===== config.mk =====
export PLATFORM = sky130hd
export DESIGN_NAME = gated_envelope_panner
export DESIGN_NICKNAME = d
export VERILOG_FILES = /design/src/rtl/core/gep_pkg.sv /design/src/rtl/core/gep_regs.sv /design/src/rtl/core/gep_ctrl.sv /design/src/rtl/core/gep_dp.sv /design/src/rtl/core/gated_envelope_panner.sv
export SDC_FILE = /design/constraint.sdc
export NUM_CORES = 2
export LEC_CHECK = 0
export BUFFER_PORTS_ARGS = -buffer_cell sky130_fd_sc_hd__buf_4
export CAP_MARGIN = 0
export CORE_MARGIN = 1
export CORE_UTILIZATION = 53
export DETAILED_ROUTE_END_ITERATION = 7
export PLACE_DENSITY = 0.72
export SLEW_MARGIN = 20
export SYNTH_ARGS = -nofsm -noshare
export SYNTH_HDL_FRONTEND = slang
export SYNTH_HIERARCHICAL = 1
export SYNTH_SLANG_ARGS = --single-unit

===== constraint.sdc =====
create_clock -name clk_i -period 9.1 [get_ports clk_i]
set_input_delay 0.455 -clock clk_i [delete_from_list [all_inputs] [get_ports clk_i]]
set_output_delay 0.455 -clock clk_i [all_outputs]
set_load 0.02 [all_outputs]

===== src/rtl/core/gep_pkg.sv =====
// Shared types and constants for the gated envelope panner.
package gep_pkg;

  // Default widths for samples and phase counters.
  localparam int unsigned SAMPLE_WIDTH_DEF = 24;
  localparam int unsigned COUNT_WIDTH_DEF  = 24;

  // Fixed field widths.
  localparam int unsigned GAIN_W    = 17;
  localparam int unsigned PAN_W     = 18;
  localparam int unsigned LEN_W     = 24;
  localparam int unsigned CFG_W     = 24;
  localparam int unsigned CFG_IDX_W = 3;
  localparam int unsigned FRAC_W    = 16;

  // Q16 constants.
  localparam logic [GAIN_W-1:0] UNITY    = 17'h10000;
  localparam logic [PAN_W-1:0]  PAN_MAX  = 18'h20000;
  localparam logic [FRAC_W-1:0] HALF_LSB = 16'h8000;

  // Configuration register indexes.
  localparam logic [CFG_IDX_W-1:0] REG_SLOPE_LEN   = 3'd0;
  localparam logic [CFG_IDX_W-1:0] REG_SLOPE_RECIP = 3'd1;
  localparam logic [CFG_IDX_W-1:0] REG_PLATEAU_LEN = 3'd2;
  localparam logic [CFG_IDX_W-1:0] REG_VALLEY_LEN  = 3'd3;
  localparam logic [CFG_IDX_W-1:0] REG_FLOOR_GAIN  = 3'd4;
  localparam logic [CFG_IDX_W-1:0] REG_PAN_LEFT    = 3'd5;
  localparam logic [CFG_IDX_W-1:0] REG_PAN_RIGHT   = 3'd6;

  typedef enum logic [1:0] {
    PH_SLOPE_IN  = 2'd0,
    PH_PLATEAU   = 2'd1,
    PH_SLOPE_OUT = 2'd2,
    PH_VALLEY    = 2'd3
  } phase_e;

  typedef enum logic [1:0] {
    GM_SLOPE,
    GM_UNITY,
    GM_FLOOR
  } gain_mode_e;

  typedef enum logic [2:0] {
    ST_IDLE,
    ST_MUL1,
    ST_MUL2,
    ST_MUL3,
    ST_GAIN,
    ST_MUL4,
    ST_FINISH
  } ctrl_state_e;

  // Register file contents, already clamped to range.
  typedef struct packed {
    logic [LEN_W-1:0]  slope_length;
    logic [GAIN_W-1:0] slope_recip;
    logic [LEN_W-1:0]  plateau_length;
    logic [LEN_W-1:0]  valley_length;
    logic [GAIN_W-1:0] floor_gain;
    logic [PAN_W-1:0]  pan_left;
    logic [PAN_W-1:0]  pan_right;
  } cfg_t;

  // Step commands from the controller to the datapath.
  typedef struct packed {
    logic capture;
    logic mul1;
    logic mul2;
    logic mul3;
    logic gain;
    logic mul4;
    logic finish;
  } dp_cmd_t;

endpackage


===== src/rtl/core/gep_regs.sv =====
// Configuration register file with range clamping on write.
module gep_regs (
  input  logic                             clk_i,
  input  logic                             rst_ni,
  input  logic                             cfg_we_i,
  input  logic [gep_pkg::CFG_IDX_W-1:0]    cfg_idx_i,
  input  logic [gep_pkg::CFG_W-1:0]        cfg_data_i,
  output gep_pkg::cfg_t                    cfg_o
);
  import gep_pkg::*;

  cfg_t              cfg_q, cfg_d;
  logic [GAIN_W-1:0] data_gain;
  logic [PAN_W-1:0]  data_pan;

  always_comb begin
    data_gain = cfg_data_i[GAIN_W-1:0];
    data_pan  = cfg_data_i[PAN_W-1:0];
    cfg_d     = cfg_q;
    if (cfg_we_i) begin
      case (cfg_idx_i)
        REG_SLOPE_LEN:   cfg_d.slope_length   = cfg_data_i[LEN_W-1:0];
        REG_SLOPE_RECIP: cfg_d.slope_recip    = (data_gain > UNITY) ? UNITY : data_gain;
        REG_PLATEAU_LEN: cfg_d.plateau_length = cfg_data_i[LEN_W-1:0];
        REG_VALLEY_LEN:  cfg_d.valley_length  = cfg_data_i[LEN_W-1:0];
        REG_FLOOR_GAIN:  cfg_d.floor_gain     = (data_gain > UNITY) ? UNITY : data_gain;
        REG_PAN_LEFT:    cfg_d.pan_left       = (data_pan > PAN_MAX) ? PAN_MAX : data_pan;
        REG_PAN_RIGHT:   cfg_d.pan_right      = (data_pan > PAN_MAX) ? PAN_MAX : data_pan;
        default: begin
          cfg_d = cfg_q;
        end
      endcase
    end
  end

  always_ff @(posedge clk_i or negedge rst_ni) begin
    if (!rst_ni) begin
      cfg_q.slope_length   <= '0;
      cfg_q.slope_recip    <= '0;
      cfg_q.plateau_length <= LEN_W'(1);
      cfg_q.valley_length  <= LEN_W'(1);
      cfg_q.floor_gain     <= '0;
      cfg_q.pan_left       <= PAN_W'(UNITY);
      cfg_q.pan_right      <= PAN_W'(UNITY);
    end else begin
      cfg_q <= cfg_d;
    end
  end

  assign cfg_o = cfg_q;

endmodule


===== src/rtl/core/gep_ctrl.sv =====
// Step sequencer and output handshake for the gated envelope panner.
module gep_ctrl (
  input  logic             clk_i,
  input  logic             rst_ni,
  input  logic             in_valid_i,
  output logic             in_ready_o,
  output logic             out_valid_o,
  input  logic             out_ready_i,
  output gep_pkg::dp_cmd_t cmd_o
);
  import gep_pkg::*;

  ctrl_state_e state_q, state_d;
  logic        out_valid_q, out_valid_d;
  logic        out_free;
  logic        accept;

  always_ff @(posedge clk_i or negedge rst_ni) begin
    if (!rst_ni) begin
      state_q     <= ST_IDLE;
      out_valid_q <= 1'b0;
    end else begin
      state_q     <= state_d;
      out_valid_q <= out_valid_d;
    end
  end

  always_comb begin
    out_free   = !out_valid_q || out_ready_i;
    in_ready_o = (state_q == ST_IDLE) || ((state_q == ST_FINISH) && out_free);
    accept     = in_valid_i && in_ready_o;
    cmd_o      = '0;
    cmd_o.capture = accept;
    state_d    = state_q;

    case (state_q)
      ST_IDLE: begin
        if (accept) state_d = ST_MUL1;
      end
      ST_MUL1: begin
        cmd_o.mul1 = 1'b1;
        state_d    = ST_MUL2;
      end
      ST_MUL2: begin
        cmd_o.mul2 = 1'b1;
        state_d    = ST_MUL3;
      end
      ST_MUL3: begin
        cmd_o.mul3 = 1'b1;
        state_d    = ST_GAIN;
      end
      ST_GAIN: begin
        cmd_o.gain = 1'b1;
        state_d    = ST_MUL4;
      end
      ST_MUL4: begin
        cmd_o.mul4 = 1'b1;
        state_d    = ST_FINISH;
      end
      ST_FINISH: begin
        if (out_free) begin
          cmd_o.finish = 1'b1;
          state_d      = accept ? ST_MUL1 : ST_IDLE;
        end
      end
      default: begin
        state_d = ST_IDLE;
      end
    endcase

    if (cmd_o.finish) begin
      out_valid_d = 1'b1;
    end else if (out_ready_i) begin
      out_valid_d = 1'b0;
    end else begin
      out_valid_d = out_valid_q;
    end
  end

  assign out_valid_o = out_valid_q;

endmodule


===== src/rtl/core/gep_dp.sv =====
// Envelope phase counter, two shared multipliers and the output register.
module gep_dp #(
  parameter int unsigned SAMPLE_WIDTH = gep_pkg::SAMPLE_WIDTH_DEF,
  parameter int unsigned COUNT_WIDTH  = gep_pkg::COUNT_WIDTH_DEF
) (
  input  logic                           clk_i,
  input  logic                           rst_ni,
  input  gep_pkg::cfg_t                  cfg_i,
  input  gep_pkg::dp_cmd_t               cmd_i,
  input  logic signed [SAMPLE_WIDTH-1:0] left_sample_i,
  input  logic signed [SAMPLE_WIDTH-1:0] right_sample_i,
  output logic signed [SAMPLE_WIDTH-1:0] left_out_o,
  output logic signed [SAMPLE_WIDTH-1:0] right_out_o,
  output logic [gep_pkg::GAIN_W-1:0]     envelope_gain_o
);
  import gep_pkg::*;

  localparam int unsigned SW  = SAMPLE_WIDTH;
  localparam int unsigned CW  = COUNT_WIDTH;
  localparam int unsigned MW0 = (CW > SW + 1) ? CW : SW + 1;
  localparam int unsigned MW  = (MW0 > GAIN_W) ? MW0 : GAIN_W;
  localparam int unsigned PW  = MW + GAIN_W;

  localparam logic [SW:0] POS_LIM = {2'b00, {(SW-1){1'b1}}};
  localparam logic [SW:0] NEG_LIM = {2'b01, {(SW-1){1'b0}}};

  // Envelope state.
  phase_e          phase_q, phase_d;
  logic [CW-1:0]   rem_q, rem_d;
  logic [CW-1:0]   slen, plen, vlen;
  logic            done;

  // Item registers.
  logic signed [SW-1:0] xl_q, xr_q;
  logic [CW-1:0]        pos_q, pos_d;
  gain_mode_e           mode_q, mode_d;
  logic [PW-1:0]        prod_a_q, prod_b_q;
  logic signed [SW:0]   tl_q, tr_q;
  logic signed [SW+1:0] ul_q, ur_q;
  logic [GAIN_W-1:0]    g_q;
  logic signed [SW-1:0] out_l_q, out_r_q;
  logic [GAIN_W-1:0]    out_g_q;

  // Combinational datapath signals.
  logic [MW-1:0]        op_a, op_b;
  logic [GAIN_W-1:0]    fac_a, fac_b;
  logic [PW-1:0]        mul_a, mul_b;
  logic                 pan_l_hi, pan_r_hi;
  logic [GAIN_W-1:0]    fac_l, fac_r;
  logic signed [SW-1:0] src_l, src_r;
  logic [SW-1:0]        mag_src_l, mag_src_r;
  logic [GAIN_W-1:0]    base, sq, gain_frac, gain_d;
  logic [33:0]          rnd_a34;
  logic [PW-1:0]        rnd_a, rnd_b;
  logic [SW-1:0]        t_mag;
  logic signed [SW:0]   t_signed;
  logic signed [SW+1:0] u_l_d, u_r_d, u_l_neg, u_r_neg;
  logic [SW:0]          mag_ul, mag_ur, mag_out_l, mag_out_r, neg_l, neg_r;
  logic signed [SW-1:0] sat_l, sat_r;
  logic [GAIN_W:0]      gain_sum;

  // Envelope sequencing, done once per accepted item.
  always_comb begin
    slen    = CW'(cfg_i.slope_length);
    plen    = CW'(cfg_i.plateau_length);
    vlen    = CW'(cfg_i.valley_length);
    done    = (rem_q <= CW'(1));
    phase_d = phase_q;
    rem_d   = rem_q - CW'(1);
    pos_d   = rem_q;
    mode_d  = GM_SLOPE;
    case (phase_q)
      PH_SLOPE_IN: begin
        pos_d = (slen > rem_q) ? (slen - rem_q) : '0;
        if (done) begin
          phase_d = PH_PLATEAU;
          rem_d   = plen;
        end
      end
      PH_PLATEAU: begin
        mode_d = GM_UNITY;
        if (done) begin
          if (slen != '0) begin
            phase_d = PH_SLOPE_OUT;
            rem_d   = slen;
          end else begin
            phase_d = PH_VALLEY;
            rem_d   = vlen;
          end
        end
      end
      PH_SLOPE_OUT: begin
        if (done) begin
          phase_d = PH_VALLEY;
          rem_d   = vlen;
        end
      end
      default: begin
        mode_d = GM_FLOOR;
        if (done) begin
          if (slen != '0) begin
            phase_d = PH_SLOPE_IN;
            rem_d   = slen;
          end else begin
            phase_d = PH_PLATEAU;
            rem_d   = plen;
          end
        end
      end
    endcase
  end

  // Pan factors: at or below unity the own channel is scaled, above it the
  // other channel is scaled by the excess and added to the own channel.
  always_comb begin
    pan_l_hi  = cfg_i.pan_left > PAN_W'(UNITY);
    pan_r_hi  = cfg_i.pan_right > PAN_W'(UNITY);
    fac_l     = pan_l_hi ? GAIN_W'(cfg_i.pan_left - PAN_W'(UNITY)) : cfg_i.pan_left[GAIN_W-1:0];
    fac_r     = pan_r_hi ? GAIN_W'(cfg_i.pan_right - PAN_W'(UNITY))
                         : cfg_i.pan_right[GAIN_W-1:0];
    src_l     = pan_l_hi ? xr_q : xl_q;
    src_r     = pan_r_hi ? xl_q : xr_q;
    mag_src_l = src_l[SW-1] ? SW'(-src_l) : SW'(src_l);
    mag_src_r = src_r[SW-1] ? SW'(-src_r) : SW'(src_r);
  end

  // Rounding of the registered products.
  always_comb begin
    rnd_a     = prod_a_q + PW'(HALF_LSB);
    rnd_b     = prod_b_q + PW'(HALF_LSB);
    rnd_a34   = prod_a_q[33:0] + 34'(HALF_LSB);
    base      = (prod_a_q > PW'(UNITY)) ? UNITY : prod_a_q[GAIN_W-1:0];
    sq        = rnd_a34[FRAC_W+GAIN_W-1:FRAC_W];
    gain_frac = rnd_a34[FRAC_W+GAIN_W-1:FRAC_W];
    gain_sum  = {1'b0, cfg_i.floor_gain} + {1'b0, gain_frac};
    case (mode_q)
      GM_SLOPE: gain_d = gain_sum[GAIN_W-1:0];
      GM_UNITY: gain_d = UNITY;
      default:  gain_d = cfg_i.floor_gain;
    endcase

    // First-stage channel product: the second step finishes left, the third right.
    t_mag    = rnd_b[SW+FRAC_W-1:FRAC_W];
    if (cmd_i.mul2) begin
      t_signed = src_l[SW-1] ? -$signed({1'b0, t_mag}) : $signed({1'b0, t_mag});
    end else begin
      t_signed = src_r[SW-1] ? -$signed({1'b0, t_mag}) : $signed({1'b0, t_mag});
    end

    u_l_d = pan_l_hi ? ((SW+2)'(xl_q) + (SW+2)'(tl_q)) : (SW+2)'(tl_q);
    u_r_d = pan_r_hi ? ((SW+2)'(xr_q) + (SW+2)'(tr_q)) : (SW+2)'(tr_q);

    u_l_neg = -ul_q;
    u_r_neg = -ur_q;
    mag_ul  = ul_q[SW+1] ? u_l_neg[SW:0] : ul_q[SW:0];
    mag_ur  = ur_q[SW+1] ? u_r_neg[SW:0] : ur_q[SW:0];
  end

  // Operand selection for the two shared multipliers.
  always_comb begin
    op_a  = '0;
    fac_a = '0;
    op_b  = '0;
    fac_b = '0;
    if (cmd_i.mul1) begin
      op_a  = MW'(pos_q);
      fac_a = cfg_i.slope_recip;
      op_b  = MW'(mag_src_l);
      fac_b = fac_l;
    end else if (cmd_i.mul2) begin
      op_a  = MW'(base);
      fac_a = base;
      op_b  = MW'(mag_src_r);
      fac_b = fac_r;
    end else if (cmd_i.mul3) begin
      op_a  = MW'(sq);
      fac_a = UNITY - cfg_i.floor_gain;
    end else if (cmd_i.mul4) begin
      op_a  = MW'(mag_ul);
      fac_a = g_q;
      op_b  = MW'(mag_ur);
      fac_b = g_q;
    end
    mul_a = PW'(op_a) * PW'(fac_a);
    mul_b = PW'(op_b) * PW'(fac_b);
  end

  // Final rounding and saturation.
  always_comb begin
    mag_out_l = rnd_a[SW+FRAC_W:FRAC_W];
    mag_out_r = rnd_b[SW+FRAC_W:FRAC_W];
    neg_l     = -mag_out_l;
    neg_r     = -mag_out_r;
    if (!ul_q[SW+1]) begin
      sat_l = (mag_out_l > POS_LIM) ? POS_LIM[SW-1:0] : mag_out_l[SW-1:0];
    end else begin
      sat_l = (mag_out_l > NEG_LIM) ? NEG_LIM[SW-1:0] : neg_l[SW-1:0];
    end
    if (!ur_q[SW+1]) begin
      sat_r = (mag_out_r > POS_LIM) ? POS_LIM[SW-1:0] : mag_out_r[SW-1:0];
    end else begin
      sat_r = (mag_out_r > NEG_LIM) ? NEG_LIM[SW-1:0] : neg_r[SW-1:0];
    end
  end

  always_ff @(posedge clk_i or negedge rst_ni) begin
    if (!rst_ni) begin
      phase_q <= PH_VALLEY;
      rem_q   <= '0;
    end else if (cmd_i.capture) begin
      phase_q <= phase_d;
      rem_q   <= rem_d;
    end
  end

  always_ff @(posedge clk_i) begin
    if (cmd_i.capture) begin
      xl_q   <= left_sample_i;
      xr_q   <= right_sample_i;
      pos_q  <= pos_d;
      mode_q <= mode_d;
    end
    if (cmd_i.mul1 || cmd_i.mul2 || cmd_i.mul3 || cmd_i.mul4) begin
      prod_a_q <= mul_a;
    end
    if (cmd_i.mul1 || cmd_i.mul2 || cmd_i.mul4) begin
      prod_b_q <= mul_b;
    end
    if (cmd_i.mul2) begin
      tl_q <= t_signed;
    end
    if (cmd_i.mul3) begin
      tr_q <= t_signed;
      ul_q <= u_l_d;
    end
    if (cmd_i.gain) begin
      g_q  <= gain_d;
      ur_q <= u_r_d;
    end
    if (cmd_i.finish) begin
      out_l_q <= sat_l;
      out_r_q <= sat_r;
      out_g_q <= g_q;
    end
  end

  assign left_out_o      = out_l_q;
  assign right_out_o     = out_r_q;
  assign envelope_gain_o = out_g_q;

endmodule


===== src/rtl/core/gated_envelope_panner.sv =====
// Top level of the gated envelope panner: register file, controller and datapath.
// Item flow: each item passes through four multiply steps on the two shared
// multipliers, the gain step and the output write, which waits while a result is
// held; the next item is taken in the cycle that the previous result enters the
// output register.
// Reset: registers return to their defaults, the envelope sits in the valley
// with a zero count, and no result is pending.
module gated_envelope_panner #(
  parameter int unsigned SAMPLE_WIDTH = gep_pkg::SAMPLE_WIDTH_DEF,
  parameter int unsigned COUNT_WIDTH  = gep_pkg::COUNT_WIDTH_DEF
) (
  input  logic                            clk_i,
  input  logic                            rst_ni,
  // Configuration write port.
  input  logic                            cfg_we_i,
  input  logic [gep_pkg::CFG_IDX_W-1:0]   cfg_idx_i,
  input  logic [gep_pkg::CFG_W-1:0]       cfg_data_i,
  // Input channel: one stereo sample pair per item.
  input  logic                            in_valid_i,
  output logic                            in_ready_o,
  input  logic signed [SAMPLE_WIDTH-1:0]  left_sample_i,
  input  logic signed [SAMPLE_WIDTH-1:0]  right_sample_i,
  // Output channel: panned, gated samples and the envelope gain used.
  output logic                            out_valid_o,
  input  logic                            out_ready_i,
  output logic signed [SAMPLE_WIDTH-1:0]  left_out_o,
  output logic signed [SAMPLE_WIDTH-1:0]  right_out_o,
  output logic [gep_pkg::GAIN_W-1:0]      envelope_gain_o
);
  import gep_pkg::*;

  // Clamped register contents, shared by the datapath.
  cfg_t    cfg;
  // Per-step commands from the sequencer.
  dp_cmd_t cmd;

  // The register file clamps gains and pans as they are written, so the
  // datapath never sees an out-of-range value.
  gep_regs u_regs (
    .clk_i      (clk_i),
    .rst_ni     (rst_ni),
    .cfg_we_i   (cfg_we_i),
    .cfg_idx_i  (cfg_idx_i),
    .cfg_data_i (cfg_data_i),
    .cfg_o      (cfg)
  );

  // The controller walks each item through capture, three multiply steps for
  // the envelope slope (position times reciprocal, square, scale to floor),
  // a gain step and the final channel multiplies. The output register lets a
  // finished result wait while the next item is taken.
  gep_ctrl u_ctrl (
    .clk_i       (clk_i),
    .rst_ni      (rst_ni),
    .in_valid_i  (in_valid_i),
    .in_ready_o  (in_ready_o),
    .out_valid_o (out_valid_o),
    .out_ready_i (out_ready_i),
    .cmd_o       (cmd)
  );

  // The datapath advances the envelope phase when an item is captured and
  // computes the pan products for both channels alongside the slope gain.
  gep_dp #(
    .SAMPLE_WIDTH (SAMPLE_WIDTH),
    .COUNT_WIDTH  (COUNT_WIDTH)
  ) u_dp (
    .clk_i           (clk_i),
    .rst_ni          (rst_ni),
    .cfg_i           (cfg),
    .cmd_i           (cmd),
    .left_sample_i   (left_sample_i),
    .right_sample_i  (right_sample_i),
    .left_out_o      (left_out_o),
    .right_out_o     (right_out_o),
    .envelope_gain_o (envelope_gain_o)
  );

endmodule

==> impl_results.md <==
* Synth Area in XOR/XNOR at under 10%
* CTS tree: yes
* Register area at roughly 14,000 sq um
* Crit path capture type: flop
* Area leader, netlist: fa_1
* Starting Density at 53.5%
* Area growth from synthesis to layout at 14.0%
* Normalized max-slew margin at a little over a quarter
* Clock slew at reported path FFs at 0.06 ns
* Std-Cell Core Area at 109,000 sq um
* Root buf cell: clkbuf_16
* Clk sink count at 498
* Syn Area/Cell at roughly 9 sq um
* Post-synthesis simple-gate area fraction at 16.8%
* Top cells by count, synth: 923 x nand2_1, 902 x inv_1, 689 x fa_1
* Synthesized area at just under 60,000 sq um
* Syn Nets at 7,451
* Share of the synthesized area in the top cell type at about a quarter
* Initial antenna violation count at 4
* Cells after Synth at 6,349
* Fmax at 110 MHz
* Final nets at 7,842
* Complex-gate fraction of the synthesized area at 12.1%
* Worst Reg-to-Reg Cells at 30
* Measured slew at the worst slew-check pin at approximately 1.1 ns
* Area of the multi-input gates at 40,100 sq um
* Yosys cell types at 110
* DR vias/cell at roughly 6.0
* Max Cap Viol at 0
* DRC at 0
* Initial DRT Pass Iterations at 8
* Area contributors post-synth: fa_1 24%, edfxtp_1 17%, ha_1 7.2%
* Met1 Usage GRT at a little over two fifths
* Clk buf depth at 3
* Final Max Slew Viols at 0
* Crit path DAT at between 9 and 10 ns
* # port buffers at 146
* Largest family of logic cells by synthesized area: adder cells
* CP max stage delay at approximately 0.58 ns
* Number of enable flip-flop cells after synthesis at between 300 and 400
* Starting DRT DRC Count at 5,038
* Routing usage on met3 at 5.59%
* # IOs at between 100 and 150
* Most used cell, CP: fa_1
* GRT met2 Usage at between 50% and 60%
* WL/cell at approximately 23 um
* Crit path kind: flop to flop
* Hold path endpoint: u_regs/cfg_o[138]
* Hold Violations, Final at 0
* Fin crit period at between 9 and 10 ns
* Die width at 334 um
* GRT Util Overall at around a third
* Global route total overflow at 0
* Antenna-violating nets left at 0
* FILL cells at around 9,100
* RR Startpoint: u_regs/cfg_o[9]
* Vias post-DR at 49,200
* Clock Skew at 0.0475 ns
* Post-synthesis sequential area ratio at between 20% and 30%
* Ys async rst share at about a third
* Status: complete, no violations
* Fin area at between 60,000 and 70,000 sq um
* Crit-path max FO at 15
* Main synth FF type: edfxtp_1
* Routed wire length at roughly 190,000 um
* Crit path launch type: flop
* Total number of yosys warnings at 6
* First-pass GRT wire length at between 200,000 and 300,000 um
* Detailed Place HPWL at between 100,000 and 150,000 um
* HP Class: input port to flop
* CTS HTree Levels at 2
* Multiplexer area fraction after synthesis at 3.26%
* Row cnt at ~120
* Cells on Worst Hold Path at 2
* Worst path slowest cell: or4_4
* Hold_sp: cfg_data_i[20]
* Die height at 334 um
* Busiest grt layer: met2
* Worst R2R End: u_dp/prod_b_q[40]
* Fraction of layout instances using a drive strength above 1 at a little over an eighth
* Largest net degree at the start of global routing at 81
* Seq cells post-synth at 498
* Synthesized-area fraction occupied by adder cells at a little under a third
* Final setup vio count at 0
* Die Area at 111,000 sq um
* Clock Latency Late Sink at between 0.6 and 0.7 ns
* Placed Area at between 60,000 and 70,000 sq um
* R2R setup slack at around 0.036 ns
* Fin crit share at 99.6%
* Number of global-route vias before repair at roughly 50,000
* Cts bufs inserted at 55
* RSZ-0062 raised after global routing: yes
* Most frequent cell after synthesis: nand2_1
* RD Place Congestion at about 1.0
* Critical Path RT at between 9 and 10 ns
==> worst max-delay path by stage <==
stage,slack (ns),cells after the start,endpoint,start
3_3_place_gp,-0.19,32,u_dp/prod_b_q[40],u_regs/cfg_o[10]
2_1_floorplan,0.01,33,u_dp/prod_b_q[40],u_regs/cfg_o[10]
4_1_cts,-0.02,30,u_dp/prod_b_q[40],u_regs/cfg_o[3]
5_1_grt,-0.30,31,u_dp/prod_b_q[40],u_regs/cfg_o[9]
6_report,0.04,30,u_dp/prod_b_q[40],u_regs/cfg_o[9]
3_5_place_dp,-0.23,31,u_dp/prod_b_q[40],u_regs/cfg_o[10]
==> state kept, by name, summed over array words and instances, names as in the netlist, 25 cells and up <==
name	count
u_regs/cfg_o	142
u_dp/prod_a_q	42
u_dp/prod_b_q	26
u_dp/ul_q	26
u_dp/ur_q	26
u_dp/tl_q	25
u_dp/tr_q	25
==> timing repair <==
action	4_1_cts	5_1_grt
gates cloned	0	1
setup endpoints to repair	11	30
resized for setup	15	78
endpoints found under the hold margin	83	0
buffers inserted	3	17
hold buffers	51	0
pin swaps	9	42
==> routing by layer <==
metal / part of all wire (%) / routed length (um) / vias to the layer above
met5: 0.0092 / 17 / -
met1: 39 / 72700 / 24400
met3: 8.7 / 16100 / 489
li1: - / - / 21900
met2: 47 / 86200 / 2456
met4: 5.5 / 10100 / 2
==> cell usage in the layout (no fill, tap or decap), types with 48 or more instances in the layout <==
cell type | synthesis | routed
a21oi_1 | 263 | 258
o21ai_0 | 267 | 253
nand3_1 | 76 | 75
nand4_1 | 48 | 48
dlygate4sd3_1 | 0 | 51
mux2_2 | 70 | 70
a21o_1 | 62 | 60
nand2b_1 | 76 | 75
xor2_1 | 126 | 123
nand2_1 | 923 | 920
inv_1 | 902 | 897
clkbuf_16 | 0 | 57
nor2b_1 | 59 | 56
xnor2_1 | 196 | 196
nor2_1 | 330 | 323
mux2i_1 | 85 | 82
fa_1 | 689 | 688
ha_1 | 333 | 330
and2_1 | 215 | 212
edfxtp_1 | 326 | 326
nor4_1 | 65 | 62
nor3_1 | 87 | 84
buf_4 | 13 | 525
dfrtp_1 | 166 | 166
==> logic make-up (layout without fill, tap and decap cells) <==
group           count (synthesis)  after routing
simple gates                 2058           2058
buf+inv                      1188           1624
compound gates               1083           1083
fa+ha+maj                    1022           1022
flops                         498            498
xor+xnor                      322            322
mux                           178            178
other cells                     0              2
==> cell type report <==
cell class / count / share of cell area, %
timing repair buffer: 617 / 7.88
tap: 1414 / 2.66
clock buffer: 72 / 2.23
antenna: 2 / 0.00754
multi-input combinational: 4663 / 60.3
inverter: 905 / 5.12
sequential: 498 / 21.2
clock inverter: 30 / 0.520
==> per-stage QoR <==
| stage | hold slack [ns] | cells | setup slack [ns] | TNS (ns) | utilization, % |
|---|---|---|---|---|---|
| floorplan | 0.159 | 6349 | 0.0108 | 0 | - |
| global placement | 0.365 | 8026 | -0.191 | -0.393 | 58.2 |
| detailed placement | 0.371 | 8026 | -0.233 | -0.863 | 58.2 |
| CTS | 0.00360 | 8182 | -0.0243 | -0.0314 | 60.5 |
| global route | 0.0170 | 8199 | -0.302 | -2.24 | 60.9 |
| finish | 0.0265 | 8201 | 0.0364 | 0 | 60.9 |
==> worst max-delay path: cells and delay by family, from the launching register on <==
kind	cells	cell delay [ns]
AND/OR/NAND/NOR	6	1.67
flip-flops	1	0.38
buffers and inverters	5	0.44
adder cells (fa/ha/maj)	7	3.20
XOR/XNOR	2	0.42
AO/OA/AOI/OAI	9	2.31
multiplexers	1	0.32
Power is left out: the tool's default activity adds up to more than one toggle a clock period on the data nets, which glitch-free logic cannot reach.
